--- src/design/pnd_pkg.sv ---
// ----------------------------------------------------------------------------
// pnd_pkg: shared types and constants for the particle number density block
// Field widths, register indexes, opcodes and the kernel result bundle.
// ----------------------------------------------------------------------------
`default_nettype none

package pnd_pkg;

	localparam int PARTICLES_DEF = 1024;

	// Fixed field widths
	localparam int IDX_W   = 10;
	localparam int POS_W   = 32;
	localparam int CNT_W   = 11;
	localparam int RAD_W   = 31;
	localparam int DENS_W  = 32;
	localparam int CFG_IDX_W = 1;

	// Kernel arithmetic widths
	localparam int D2_W    = 64;
	localparam int ROOT_W  = 32;
	localparam int NUM_W   = RAD_W + 16;
	localparam int SQRT_STEPS = D2_W / 2;
	localparam int DIV_STEPS  = NUM_W;
	localparam logic [NUM_W-1:0] ONE_Q16 = NUM_W'(65536);

	// Command and register codes
	localparam logic OP_WRITE = 1'b0;
	localparam logic OP_QUERY = 1'b1;
	localparam logic [CFG_IDX_W-1:0] REG_PARTICLE_COUNT   = 1'b0;
	localparam logic [CFG_IDX_W-1:0] REG_EFFECTIVE_RADIUS = 1'b1;
	localparam logic [RAD_W-1:0] RADIUS_RESET = RAD_W'(352322);

	// Kernel unit result toward the controller
	typedef struct packed {
		logic             done;
		logic             coincident;
		logic [NUM_W-1:0] weight;
	} kres_t;

endpackage

`default_nettype wire

--- src/design/pnd_kernel.sv ---
// ----------------------------------------------------------------------------
// pnd_kernel: distance and kernel weight unit
// Takes a squared distance, forms floor(sqrt) one bit a cycle, then divides
// the radius by it one quotient bit a cycle to give re/dis - 1 in Q31.16.
// ----------------------------------------------------------------------------
`default_nettype none

module pnd_kernel (
	input  wire logic                          clk,
	input  wire logic                          arst_n,
	input  wire logic                          start,
	input  wire logic [pnd_pkg::D2_W-1:0]      d2,
	input  wire logic [pnd_pkg::RAD_W-1:0]     re,
	output pnd_pkg::kres_t                     res
);

	typedef enum logic [1:0] {K_IDLE, K_SQRT, K_CHECK, K_DIV} kstate_t;

	kstate_t                           state_q;
	logic [5:0]                        cnt_q;
	logic [pnd_pkg::D2_W-1:0]          v_q;
	logic [pnd_pkg::ROOT_W+2:0]        srem_q;
	logic [pnd_pkg::ROOT_W-1:0]        root_q;
	logic [pnd_pkg::RAD_W-1:0]         dvs_q;
	logic [pnd_pkg::NUM_W-1:0]         num_q;
	logic [pnd_pkg::RAD_W:0]           drem_q;
	logic [pnd_pkg::NUM_W-1:0]         quo_q;
	pnd_pkg::kres_t                    res_q;

	logic [pnd_pkg::ROOT_W+2:0]        srem_sh;
	logic [pnd_pkg::ROOT_W+2:0]        trial;
	logic [pnd_pkg::RAD_W:0]           drem_sh;

	// One square root digit and one quotient digit
	always_comb begin
		srem_sh = {srem_q[pnd_pkg::ROOT_W:0], v_q[pnd_pkg::D2_W-1 -: 2]};
		trial   = {1'b0, root_q, 2'b01};
		drem_sh = {drem_q[pnd_pkg::RAD_W-1:0], num_q[pnd_pkg::NUM_W-1]};
	end

	// Sequence the root then the divide
	always_ff @(posedge clk or negedge arst_n) begin
		if (!arst_n) begin
			state_q <= K_IDLE;
			cnt_q   <= '0;
			res_q   <= '0;
		end else begin
			res_q.done <= 1'b0;
			unique case (state_q)
				K_IDLE: begin
					if (start) begin
						v_q     <= d2;
						srem_q  <= '0;
						root_q  <= '0;
						cnt_q   <= '0;
						state_q <= K_SQRT;
					end
				end
				K_SQRT: begin
					v_q <= {v_q[pnd_pkg::D2_W-3:0], 2'b00};
					if (srem_sh >= trial) begin
						srem_q <= srem_sh - trial;
						root_q <= {root_q[pnd_pkg::ROOT_W-2:0], 1'b1};
					end else begin
						srem_q <= srem_sh;
						root_q <= {root_q[pnd_pkg::ROOT_W-2:0], 1'b0};
					end
					cnt_q <= cnt_q + 6'd1;
					if (cnt_q == 6'(pnd_pkg::SQRT_STEPS - 1)) begin
						state_q <= K_CHECK;
					end
				end
				K_CHECK: begin
					priority if (root_q >= {1'b0, re}) begin
						res_q   <= '{done: 1'b1, coincident: 1'b0, weight: '0};
						state_q <= K_IDLE;
					end else if (root_q == '0) begin
						res_q   <= '{done: 1'b1, coincident: 1'b1, weight: '0};
						state_q <= K_IDLE;
					end else begin
						dvs_q   <= root_q[pnd_pkg::RAD_W-1:0];
						num_q   <= {re, 16'b0};
						drem_q  <= '0;
						quo_q   <= '0;
						cnt_q   <= '0;
						state_q <= K_DIV;
					end
				end
				K_DIV: begin
					num_q <= {num_q[pnd_pkg::NUM_W-2:0], 1'b0};
					if (drem_sh >= {1'b0, dvs_q}) begin
						drem_q <= drem_sh - {1'b0, dvs_q};
						quo_q  <= {quo_q[pnd_pkg::NUM_W-2:0], 1'b1};
					end else begin
						drem_q <= drem_sh;
						quo_q  <= {quo_q[pnd_pkg::NUM_W-2:0], 1'b0};
					end
					cnt_q <= cnt_q + 6'd1;
					if (cnt_q == 6'(pnd_pkg::DIV_STEPS - 1)) begin
						res_q.done       <= 1'b1;
						res_q.coincident <= 1'b0;
						res_q.weight     <= {quo_q[pnd_pkg::NUM_W-2:0],
							(drem_sh >= {1'b0, dvs_q})} - pnd_pkg::ONE_Q16;
						state_q <= K_IDLE;
					end
				end
				default: state_q <= K_IDLE;
			endcase
		end
	end

	assign res = res_q;

`ifndef SYNTHESIS
	a_done_pulse: assert property (@(posedge clk) disable iff (!arst_n)
		res_q.done |=> !res_q.done) else $error("kernel done longer than a cycle");
	a_start_idle: assert property (@(posedge clk) disable iff (!arst_n)
		res_q.done |-> state_q == K_IDLE) else $error("kernel done while busy");
	a_coin_zero: assert property (@(posedge clk) disable iff (!arst_n)
		res_q.done && res_q.coincident |-> res_q.weight == '0)
		else $error("coincident result with weight");
`endif

endmodule

`default_nettype wire
--- config.mk ---
export PLATFORM = sky130hd
export DESIGN_NAME = pnd_kernel
export DESIGN_NICKNAME = d
export VERILOG_FILES = /design/src/design/pnd_pkg.sv /design/src/design/pnd_kernel.sv
export SDC_FILE = /design/constraint.sdc
export NUM_CORES = 1
export LEC_CHECK = 0
export ABC_AREA = 1
export BUFFER_PORTS_ARGS = -buffer_cell sky130_fd_sc_hd__buf_2
export CORE_MARGIN = 5
export CORE_UTILIZATION = 50
export CTS_BUF_LIST = sky130_fd_sc_hd__clkbuf_4 sky130_fd_sc_hd__clkbuf_8
export CTS_CLUSTER_DIAMETER = 80
export DETAILED_ROUTE_END_ITERATION = 7
export GPL_TIMING_DRIVEN = 0
export PLACE_DENSITY = 0.73
export SLEW_MARGIN = 20
export SYNTH_ARGS = -nofsm -noshare
export SYNTH_HDL_FRONTEND = slang
export SYNTH_SLANG_ARGS = --single-unit
--- constraint.sdc ---
create_clock -name clk -period 9.05 [get_ports clk]
set_clock_uncertainty 0.1 [all_clocks]
set_input_delay 0.4525 -clock clk [delete_from_list [all_inputs] [get_ports clk]]
set_output_delay 0.4525 -clock clk [all_outputs]
set_load 0.03 [all_outputs]
==> results.yml, run 1 <==
clock_tree:
  post_cts_resized: 0
  cts_buffers: 54
  insertion_delay_ns: 0.62
  cts_sinks: 325
  cts_max_level: 2
  clk_pin_slew_ns: 0.06
  cts_buffer_depth: 3
  holdBufCountCts: 64
  postCtsSetupRepairBufs: 0
  root_buffer: "clkbuf_8"
  cts_tree: "built"
power_and_ir_drop:
  seq_power_share: 0.350
  netSwitchingPower_uw: 2860
  p_int_uw: 3970
  power.share.combinational: 0.453
  power.total_uw: 6830
  clock_power_share: 0.197
  p_per_area_mw_per_mm2: 299
  leakage_uw: 0.0112
  ir_drop_uv: 198
  sw_frac_of_total: 0.418
detailed_routing:
  drtAntennaViolNets: 0
  vias_per_cell: 5.10
  drtIter0Drc: 1208
  routedWlPerCell_um: 15.5
  route.detailed.drc: 0
  vias: 16700
  totalWireLength_um: 50700
  first_pass_iters: 6
placed_design:
  dpl.hpwl_um: 37800
  dpl_cell_area_mm2: 0.0211
  io_buffer_count: 146
  gp_routability_congestion: 0.934
logic_synthesis:
  yosysWarnings: 0
  ys_seq_elements: 325
  synthSimpleGateAreaFrac: 0.298
  synth_top_family_by_area: "simple AND/OR/NAND/NOR gates"
  ys_types: 47
  synth_compound_area_frac: 0.0508
  muxShareOfSynthArea: 0
  synth-xor-area-share: 0.0180
  syn_area_mm2: 0.0195
  synthArstFlopShare: 0.175
  synth_edf_count: 268
  synthAdderAreaFrac: 0.0647
  synthFlopType: "edfxtp_1"
  netlist_instances: 2438
  seq_area_frac_synth: 0.487
  syn-num-nets: 2636
  avgSynthCellArea_um2: 7.98
sta:
  tns_ns: 0
  drv_slew: 0
  fmax_mhz: 248
  rsz0062_at_grt: "no"
  min_period_over_period: 0.446
  period_minus_slack_ns: 4.03
  worstMarginPinSlew_ns: 0.867
  finalSetupViolCount: 0
  relSlewSlack: 0.420
  hold_ws_ns: 0.0996
  finalHoldViolCount: 0
grt:
  grt_usage: 0.232
  grt_overflow: 0
  grt_pass1_vias: 16400
  grt_max_degree: 61
  grt_pass1_wl_um: 82200
  antenna_found_initial: 1
floorplanning:
  core_area_mm2: 0.0386
  num_io_pins: 147
  start_util: 0.505
  die_x_um: 207
  dieHeight_um: 207
  die_area_mm2: 0.0430
  rows: 72
worst_setup_path:
  end_kind: "flip-flop"
  worstPathArrival_ns: 4.25
  cp-start-kind: "flip-flop"
  crit_type: "reg2reg"
  required_ns: 9.26
  crit_fanout: 24
cells_and_area:
  area_delta_synth_final_pct: 17.5
  drive_gt1_frac: 0.124
  final_common_cell: "nand2_1"
  final_cell_mix: "803 x nand2_1, 325 x inv_1, 314 x nor2_1"
  final_nets: 2912
  fillers: 3450
  final_area_mm2: 0.0229
run:
  drv_cap: 0
worst_hold_path:
  min_path_type: "in2reg"
run_status:
  status: "finished clean"
[power by group through the flow]
stage	clock network (uW)	registers, uW	logic, uW
final	1350	2390	3090
after floorplan	0	2410	2220
after global placement	0	2470	2900
after CTS	1370	2380	3070
after detailed placement	0	2410	3040
after global routing	1450	2420	3500
[metal layers]
metal / GRT usage / wire [um] / up-vias
li1: - / - / 8381
met1: 0.313 / 22100 / 7728
met2: 0.391 / 24200 / 500
met3: 0.0361 / 3010 / 101
met4: 0.0686 / 1480 / 0
met5: 0 / 0 / -
[area by class of cell]
type                    count  area (um^2)  share of cell area
multi-input cells        1716         8410               0.368
inverters                 334         1260              0.0552
clock buffers              78          961              0.0420
flip-flops and latches    325         9470               0.414
clock inverters            22          159             0.00695
diodes                      1         2.50            0.000109
well taps                 518          648              0.0284
repair buffers            220         1600              0.0702
plain buffers              63          335              0.0147
[sequential cells by signal (all words and copies together), names as in the netlist, 31 cells and up]
register and cells:
quo_q 46, v_q 64, dvs_q 31, res 49, num_q 31, drem_q 31
root_q 32, srem_q 33
[kinds of logic after synthesis]
kind of cell	Yosys count
fa+ha+maj	100
flops	325
simple gates	1390
buf+inv	397
compound gates	186
xor+xnor	40
[worst max-delay path, stage by stage (launching register included)]
cell and delay [ns]:
edfxtp_1 0.48, ha_1 0.33, nand2_1 0.08, inv_1 0.04
nand2_1 0.06, nand2_1 0.05, a21oi_1 0.12, nand4_1 0.18
nand2_1 0.18, nand3_1 0.16, nand2_1 0.34, buf_2 0.30
inv_1 0.11, nor2_4 0.52, buf_16 0.24, buf_12 0.20
buf_16 0.20
[through the flow]
step	worst slack [ns]	util	cells
after floorplan	2.09	-	2438
after global placement	-0.984	0.541	3102
after detailed placement	4.89	0.547	3112
after CTS	4.94	0.593	3276
after global routing	4.72	0.593	3277
final	5.02	0.593	3277
[cells in the mapped netlist (2+ instances only)]
cell,number,share of area
o21a_1,2,0.00077
a21oi_2,4,0.0018
o21ai_0,81,0.021
and2_1,2,0.00064
o21bai_1,3,0.0012
clkbuf_1,25,0.0048
inv_2,8,0.0015
xor2_1,25,0.011
nand3_1,135,0.035
dfrtp_1,57,0.073
a21oi_1,84,0.022
buf_2,14,0.0036
edfxtp_1,268,0.41
xnor2_1,15,0.0068
nand2_1,803,0.15
nor2_1,317,0.061
o21ai_1,5,0.0013
nand4_1,23,0.0074
nor4_1,13,0.0042
inv_1,325,0.063
or2_2,5,0.0016
nand2_2,12,0.0039
nor2_2,27,0.0087
buf_1,13,0.0025
ha_1,99,0.064
nand3b_1,30,0.012
buf_6,4,0.0023
buf_12,2,0.0021
nand3_2,3,0.0015
nor3_1,13,0.0033
buf_4,5,0.0019
[final timing paths]
kind	startpoint	end	slack, ns	cells past startpoint
hold reg to reg	quo_q[0]	res[1]	0.38	2
max in group asynchronous	arst_n	cnt_q[5]	7.99	2
hold / removal	d2[54]	v_q[54]	0.1	3
min in group asynchronous	arst_n	res[30]	0.35	2
setup reg to reg	root_q[15]	drem_q[5]	5.02	16
setup / recovery	root_q[15]	drem_q[5]	5.02	16
Power figures use the tool's default switching activity.
==> inputs of run 2 (changes only) <==
Settings changed: ABC_AREA 1 to 0.
Clock period 9.05 ns to 4.2 ns, I/O delays scaled along.
==> run 2 against run 1 <==
Critical endpoint is now num_q[39]; sequential share of layout area up 2.4 points; largest cell class unchanged; synthesized cell count is 28% lower; highest routed layer unchanged; global-route usage about the same; non-clock buffer count rose by 43; worst setup slack worse by 4.5 ns.
==> results.yml, run 2 <==
placed_design:
  io_buffer_count: 146
  dpl.hpwl_um: 31600
  gp_routability_congestion: 0.906
logic_synthesis:
  synthFlopType: "edfxtp_1"
  syn-num-nets: 1958
  yosysWarnings: 0
  synth_top_area_frac: 0.447
  synth.area.top_cells: "edfxtp_1 45%, dfrtp_1 7.9%, ha_1 6.9%"
  synth_top_cell_by_area: "edfxtp_1"
  ys_types: 78
  avgSynthCellArea_um2: 10.2
  syn_area_mm2: 0.0180
  netlist_instances: 1760
  synth_edf_count: 268
  seq_area_frac_synth: 0.526
  yosysMostFrequentCell: "nand2_1"
  ys_seq_elements: 325
  synthArstFlopShare: 0.175
  synthTopCellsByCount: "318 x nand2_1, 268 x edfxtp_1, 154 x nor2_1"
worst_setup_path:
  end_kind: "flip-flop"
  r2r-start: "root_q[29]"
  cp-start-kind: "flip-flop"
  required_ns: 4.40
  worstPathArrival_ns: 3.90
  crit_type: "reg2reg"
  crit_fanout: 50
  setup.worst_path.start: "root_q[29]"
grt:
  antenna_found_initial: 0
  grt_overflow: 0
  grt_usage: 0.232
  grt_pass1_wl_um: 74500
  grt_pass1_vias: 14500
  grt_max_degree: 61
clock_tree:
  postCtsSetupRepairBufs: 0
  insertion_delay_ns: 0.67
  cts_buffer_depth: 3
  clk_pin_slew_ns: 0.07
  root_buffer: "clkbuf_8"
  cts_tree: "built"
  cts_buffers: 56
  cts_sinks: 325
  cts_max_level: 2
cells_and_area:
  area_delta_synth_final_pct: 20.0
  drive_gt1_frac: 0.143
  largest_reg_flops: 64
  final_cell_mix: "318 x nand2_1, 268 x edfxtp_1, 155 x buf_2"
  largest_register: "v_q"
  fin_util: 0.607
  final_common_cell: "nand2_1"
  final_nets: 2263
power_and_ir_drop:
  power.total_uw: 12400
  sw_frac_of_total: 0.359
  ir_drop_uv: 387
  seq_power_share: 0.372
  p_int_uw: 7920
  clock_power_share: 0.252
  p_per_area_mw_per_mm2: 572
  netSwitchingPower_uw: 4440
  power.share.combinational: 0.376
  leakage_uw: 0.00972
detailed_routing:
  first_pass_iters: 5
  routedWlPerCell_um: 18.0
  wl_met2_um: 22000
  vias_per_cell: 5.59
  m1WireLength_um: 19600
  routed-wl-met3_um: 2920
  totalWireLength_um: 46200
  vias: 14400
  drtAntennaViolNets: 0
  route.detailed.drc: 0
  drtIter0Drc: 901
  top_layer: "met4"
run_status:
  status: "finished clean"
sta:
  finalSetupViolCount: 0
  relSlewSlack: 0.431
  worstMarginPinSlew_ns: 0.851
  drv_slew: 0
  min_period_over_period: 0.882
  period_minus_slack_ns: 3.71
  finalHoldViolCount: 0
  fmax_mhz: 270
  rsz0062_at_grt: "no"
floorplanning:
  start_util: 0.506
  num_io_pins: 147
  dieHeight_um: 200
  rows: 69
  die_x_um: 200
  die_area_mm2: 0.0399
  core_area_mm2: 0.0356
run:
  drv_cap: 0
worst_hold_path:
  min_path_type: "in2async"
[run 2: final timing paths]
check,slack [ns],end,cells past startpoint
min in group clk,0.30,v_q[7],4
worst min-delay path,0.09,cnt_q[5],2
worst max register to register,0.49,num_q[39],8
worst min register to register,0.37,dvs_q[0],0
max in group asynchronous,3.39,cnt_q[2],2
worst max-delay path,0.49,num_q[39],8
[run 2: critical path: stages (launching register included)]
cell,delay (ns)
edfxtp_1,0.50
ha_1,0.34
nand4_1,0.13
nor4_1,0.10
a2111oi_0,0.75
o2111a_1,0.44
o211a_4,0.38
buf_12,0.29
buf_16,0.29
[run 2: cell families (layout without fill, tap and decap cells)]
family                     count (synthesis)  count (layout)  share of synthesized area
xor gates and xnor gates                  83              83                     0.0404
muxes                                     43              43                     0.0240
adders and majority gates                100             100                     0.0699
DFF                                      325             325                      0.526
AOI/OAI and AO/OA                        345             345                      0.127
buffers and inverters                    201             553                     0.0466
other                                      0               1                          0
and+or+nand+nor                          663             663                      0.166
[run 2: final cells by class]
cell class / instances / area (um^2)
inverters: 122 / 458
well taps: 461 / 577
flip-flops and latches: 325 / 9470
fillers: 2880 / 14000
clock inverters: 33 / 295
repair buffers: 247 / 1800
diodes: 1 / 2.50
clock buffers: 72 / 910
multi-input cells: 1234 / 7710
plain buffers: 79 / 382
[run 2: per-stage QoR]
step	setup TNS [ns]	instances	instance area, um^2	setup WS, ns	hold slack [ns]
finish	0	2574	21600	0.494	0.0859
floorplan	0	1760	18000	0.209	-0.186
detailed placement	0	2371	19400	0.466	0.244
global route	0	2573	21600	0.340	0.134
global placement	-249.71	2367	19300	-1.37	0.363
CTS	0	2573	21600	0.464	0.0708
[run 2: what timing repair did]
item                                   CTS  global route
endpoints found under the hold margin  158             0
setup endpoints to repair                0             0
resized for setup                        0             0
hold buffers                            97             0
[run 2: power groups by stage]
stage | combinational [uW] | clock [uW] | sequential, uW
floorplan | 3460 | 0 | 4570
global placement | 4350 | 0 | 4660
detailed placement | 4520 | 0 | 4650
CTS | 4610 | 3190 | 4590
global route | 5190 | 3360 | 4640
finish | 4640 | 3120 | 4590
[run 2: layer usage]
| metal | global-route usage | up-vias |
|---|---|---|
| li1 | - | 6870 |
| met1 | 0.309 | 6896 |
| met2 | 0.382 | 504 |
| met3 | 0.0411 | 122 |
| met4 | 0.0911 | 0 |
| met5 | 0 | - |
==> inputs of run 3 (changes only) <==
Settings changed: CORE_UTILIZATION 50 to 63, PLACE_DENSITY 0.73 to 0.88.
==> run 3 against run 2 <==
Worst setup slack worse by 0.24 ns; hold slack better by 0.0086 ns; combinational power grew 2%; critical endpoint is now drem_q[22]; highest routed layer unchanged.
==> results.yml, run 3 (synthesized netlist as in run 2, its figures left out) <==
run_status:
  status: "finished clean"
clock_tree:
  cts_max_level: 2
  root_buffer: "clkbuf_8"
  insertion_delay_ns: 0.61
  post_cts_resized: 0
  cts_tree: "built"
  clk_pin_slew_ns: 0.06
  cts_buffer_depth: 3
  cts_sinks: 325
  cts_buffers: 52
cells_and_area:
  largest_register: "v_q"
  num_antenna_cells: 0
  largest_reg_flops: 64
  fillers: 1746
  drive_gt1_frac: 0.141
  final_cell_mix: "318 x nand2_1, 268 x edfxtp_1, 155 x buf_2"
  area_delta_synth_final_pct: 18.4
  final_nets: 2258
  final_common_cell: "nand2_1"
worst_setup_path:
  worstPathArrival_ns: 4.12
  critical_path_buf_inv_count: 2
  cp_common_cell: "buf_12"
  cpPeakStageDelay_ns: 0.72
  critPathTopFamily: "compound AO/OA/AOI/OAI gates"
  cp-start-kind: "flip-flop"
  crit_type: "reg2reg"
  required_ns: 4.38
  crit_slowest_cell: "a2111oi_0"
  crit_chain: "ha_1, nand4_1, nor4_1, a2111oi_0, o2111a_1, o211a_4, buf_12, buf_12"
  crit_fanout: 43
  end_kind: "flip-flop"
placed_design:
  dpl.hpwl_um: 31400
  io_buffer_count: 146
  pre_cts_slack_ns: 0.332
  gp_routability_congestion: 0.949
grt:
  grt_pass1_vias: 15200
  grt_usage: 0.302
  antenna_found_initial: 0
  grt_pass1_wl_um: 77100
  grt_overflow: 0
  grt_max_degree: 61
detailed_routing:
  route.detailed.drc: 0
  totalWireLength_um: 48800
  drtAntennaViolNets: 0
  vias_per_cell: 6.14
  first_pass_iters: 6
  vias: 15200
  drtIter0Drc: 1400
  routedWlPerCell_um: 19.7
floorplanning:
  die_area_mm2: 0.0321
  start_util: 0.643
  num_io_pins: 147
  rows: 61
  dieHeight_um: 179
  die_x_um: 179
  core_area_mm2: 0.0280
worst_hold_path:
  min_path_type: "in2reg"
sta:
  drv_slew: 0
  finalHoldViolCount: 0
  finalSetupViolCount: 0
  fmax_mhz: 254
  fin_ws_ns: 0.258
  period_minus_slack_ns: 3.94
  rsz0062_at_grt: "no"
  worstMarginPinSlew_ns: 0.929
  min_period_over_period: 0.939
  relSlewSlack: 0.378
power_and_ir_drop:
  leakage_uw: 0.00964
  power.total_uw: 12100
  ir_drop_uv: 449
  p_per_area_mw_per_mm2: 568
run:
  drv_cap: 0
[run 3: changes by cell type in the layout (fill, tap and decap cells not counted), sizes merged]
cell         delta
bufinv          -5
inv             +1
dlygate4sd3     -1
clkinvlp        -3
clkbuf          +8
clkinv         -12
diode           -1
[run 3: worst register-to-register path: cells and delay by family (launching register included)]
kind	cells	cell delay [ns]
buffers and inverters	2	0.57
AOI/OAI and AO/OA	3	1.77
adders and majority gates	1	0.34
and+or+nand+nor	2	0.31
DFF	1	0.49
[run 3: power breakdown]
part | switching (uW) | internal (uW) | total (uW)
clock | 1310 | 1450 | 2760
combinational | 2850 | 1880 | 4720
sequential | 309 | 4310 | 4620
[run 3: through the flow]
step | hold WS, ns | instances | utilization | cell area, um^2 | setup TNS (ns)
finish | 0.0945 | 2478 | 0.761 | 21300 | 0
global route | 0.0947 | 2478 | 0.761 | 21300 | 0
CTS | 0.0484 | 2478 | 0.761 | 21300 | 0
detailed placement | 0.238 | 2288 | 0.689 | 19300 | 0
global placement | 0.359 | 2284 | 0.686 | 19200 | -229.88
floorplan | -0.186 | 1760 | - | 18000 | 0
[run 3: final cells by class]
class	instances	area, um^2	share of cell area
Sequential cell	325	9470	0.445
Multi-Input combinational cell	1234	7700	0.362
Timing Repair Buffer	246	1780	0.0836
Clock buffer	80	951	0.0446
Tap cell	378	473	0.0222
Inverter	122	458	0.0215
Buffer	79	382	0.0179
Clock inverter	14	86.3	0.00405
[run 3: repair_timing]
item                                    CTS  global route
hold buffers                             96             0
endpoints found under the setup margin    0             0
setup buffers                             0             0
endpoints found under the hold margin   152             0
[run 3: final timing paths]
path	end	slack, ns	from	depth (start not counted)
min reg2reg	res[22]	0.37	res[22]	1
min in group asynchronous	res[47]	0.12	arst_n	2
min	cnt_q[3]	0.09	start	4
max in group asynchronous	res[11]	3.36	arst_n	2
max reg2reg	drem_q[22]	0.26	root_q[29]	8
max	drem_q[22]	0.26	root_q[29]	8
[run 3: per-layer routing]
layer	global-route usage	wire, um	vias to the layer above
met5	0	0	-
met4	0.146	2370	0
met3	0.0496	4300	191
met2	0.510	23600	955
met1	0.380	18600	7203
li1	-	-	6867
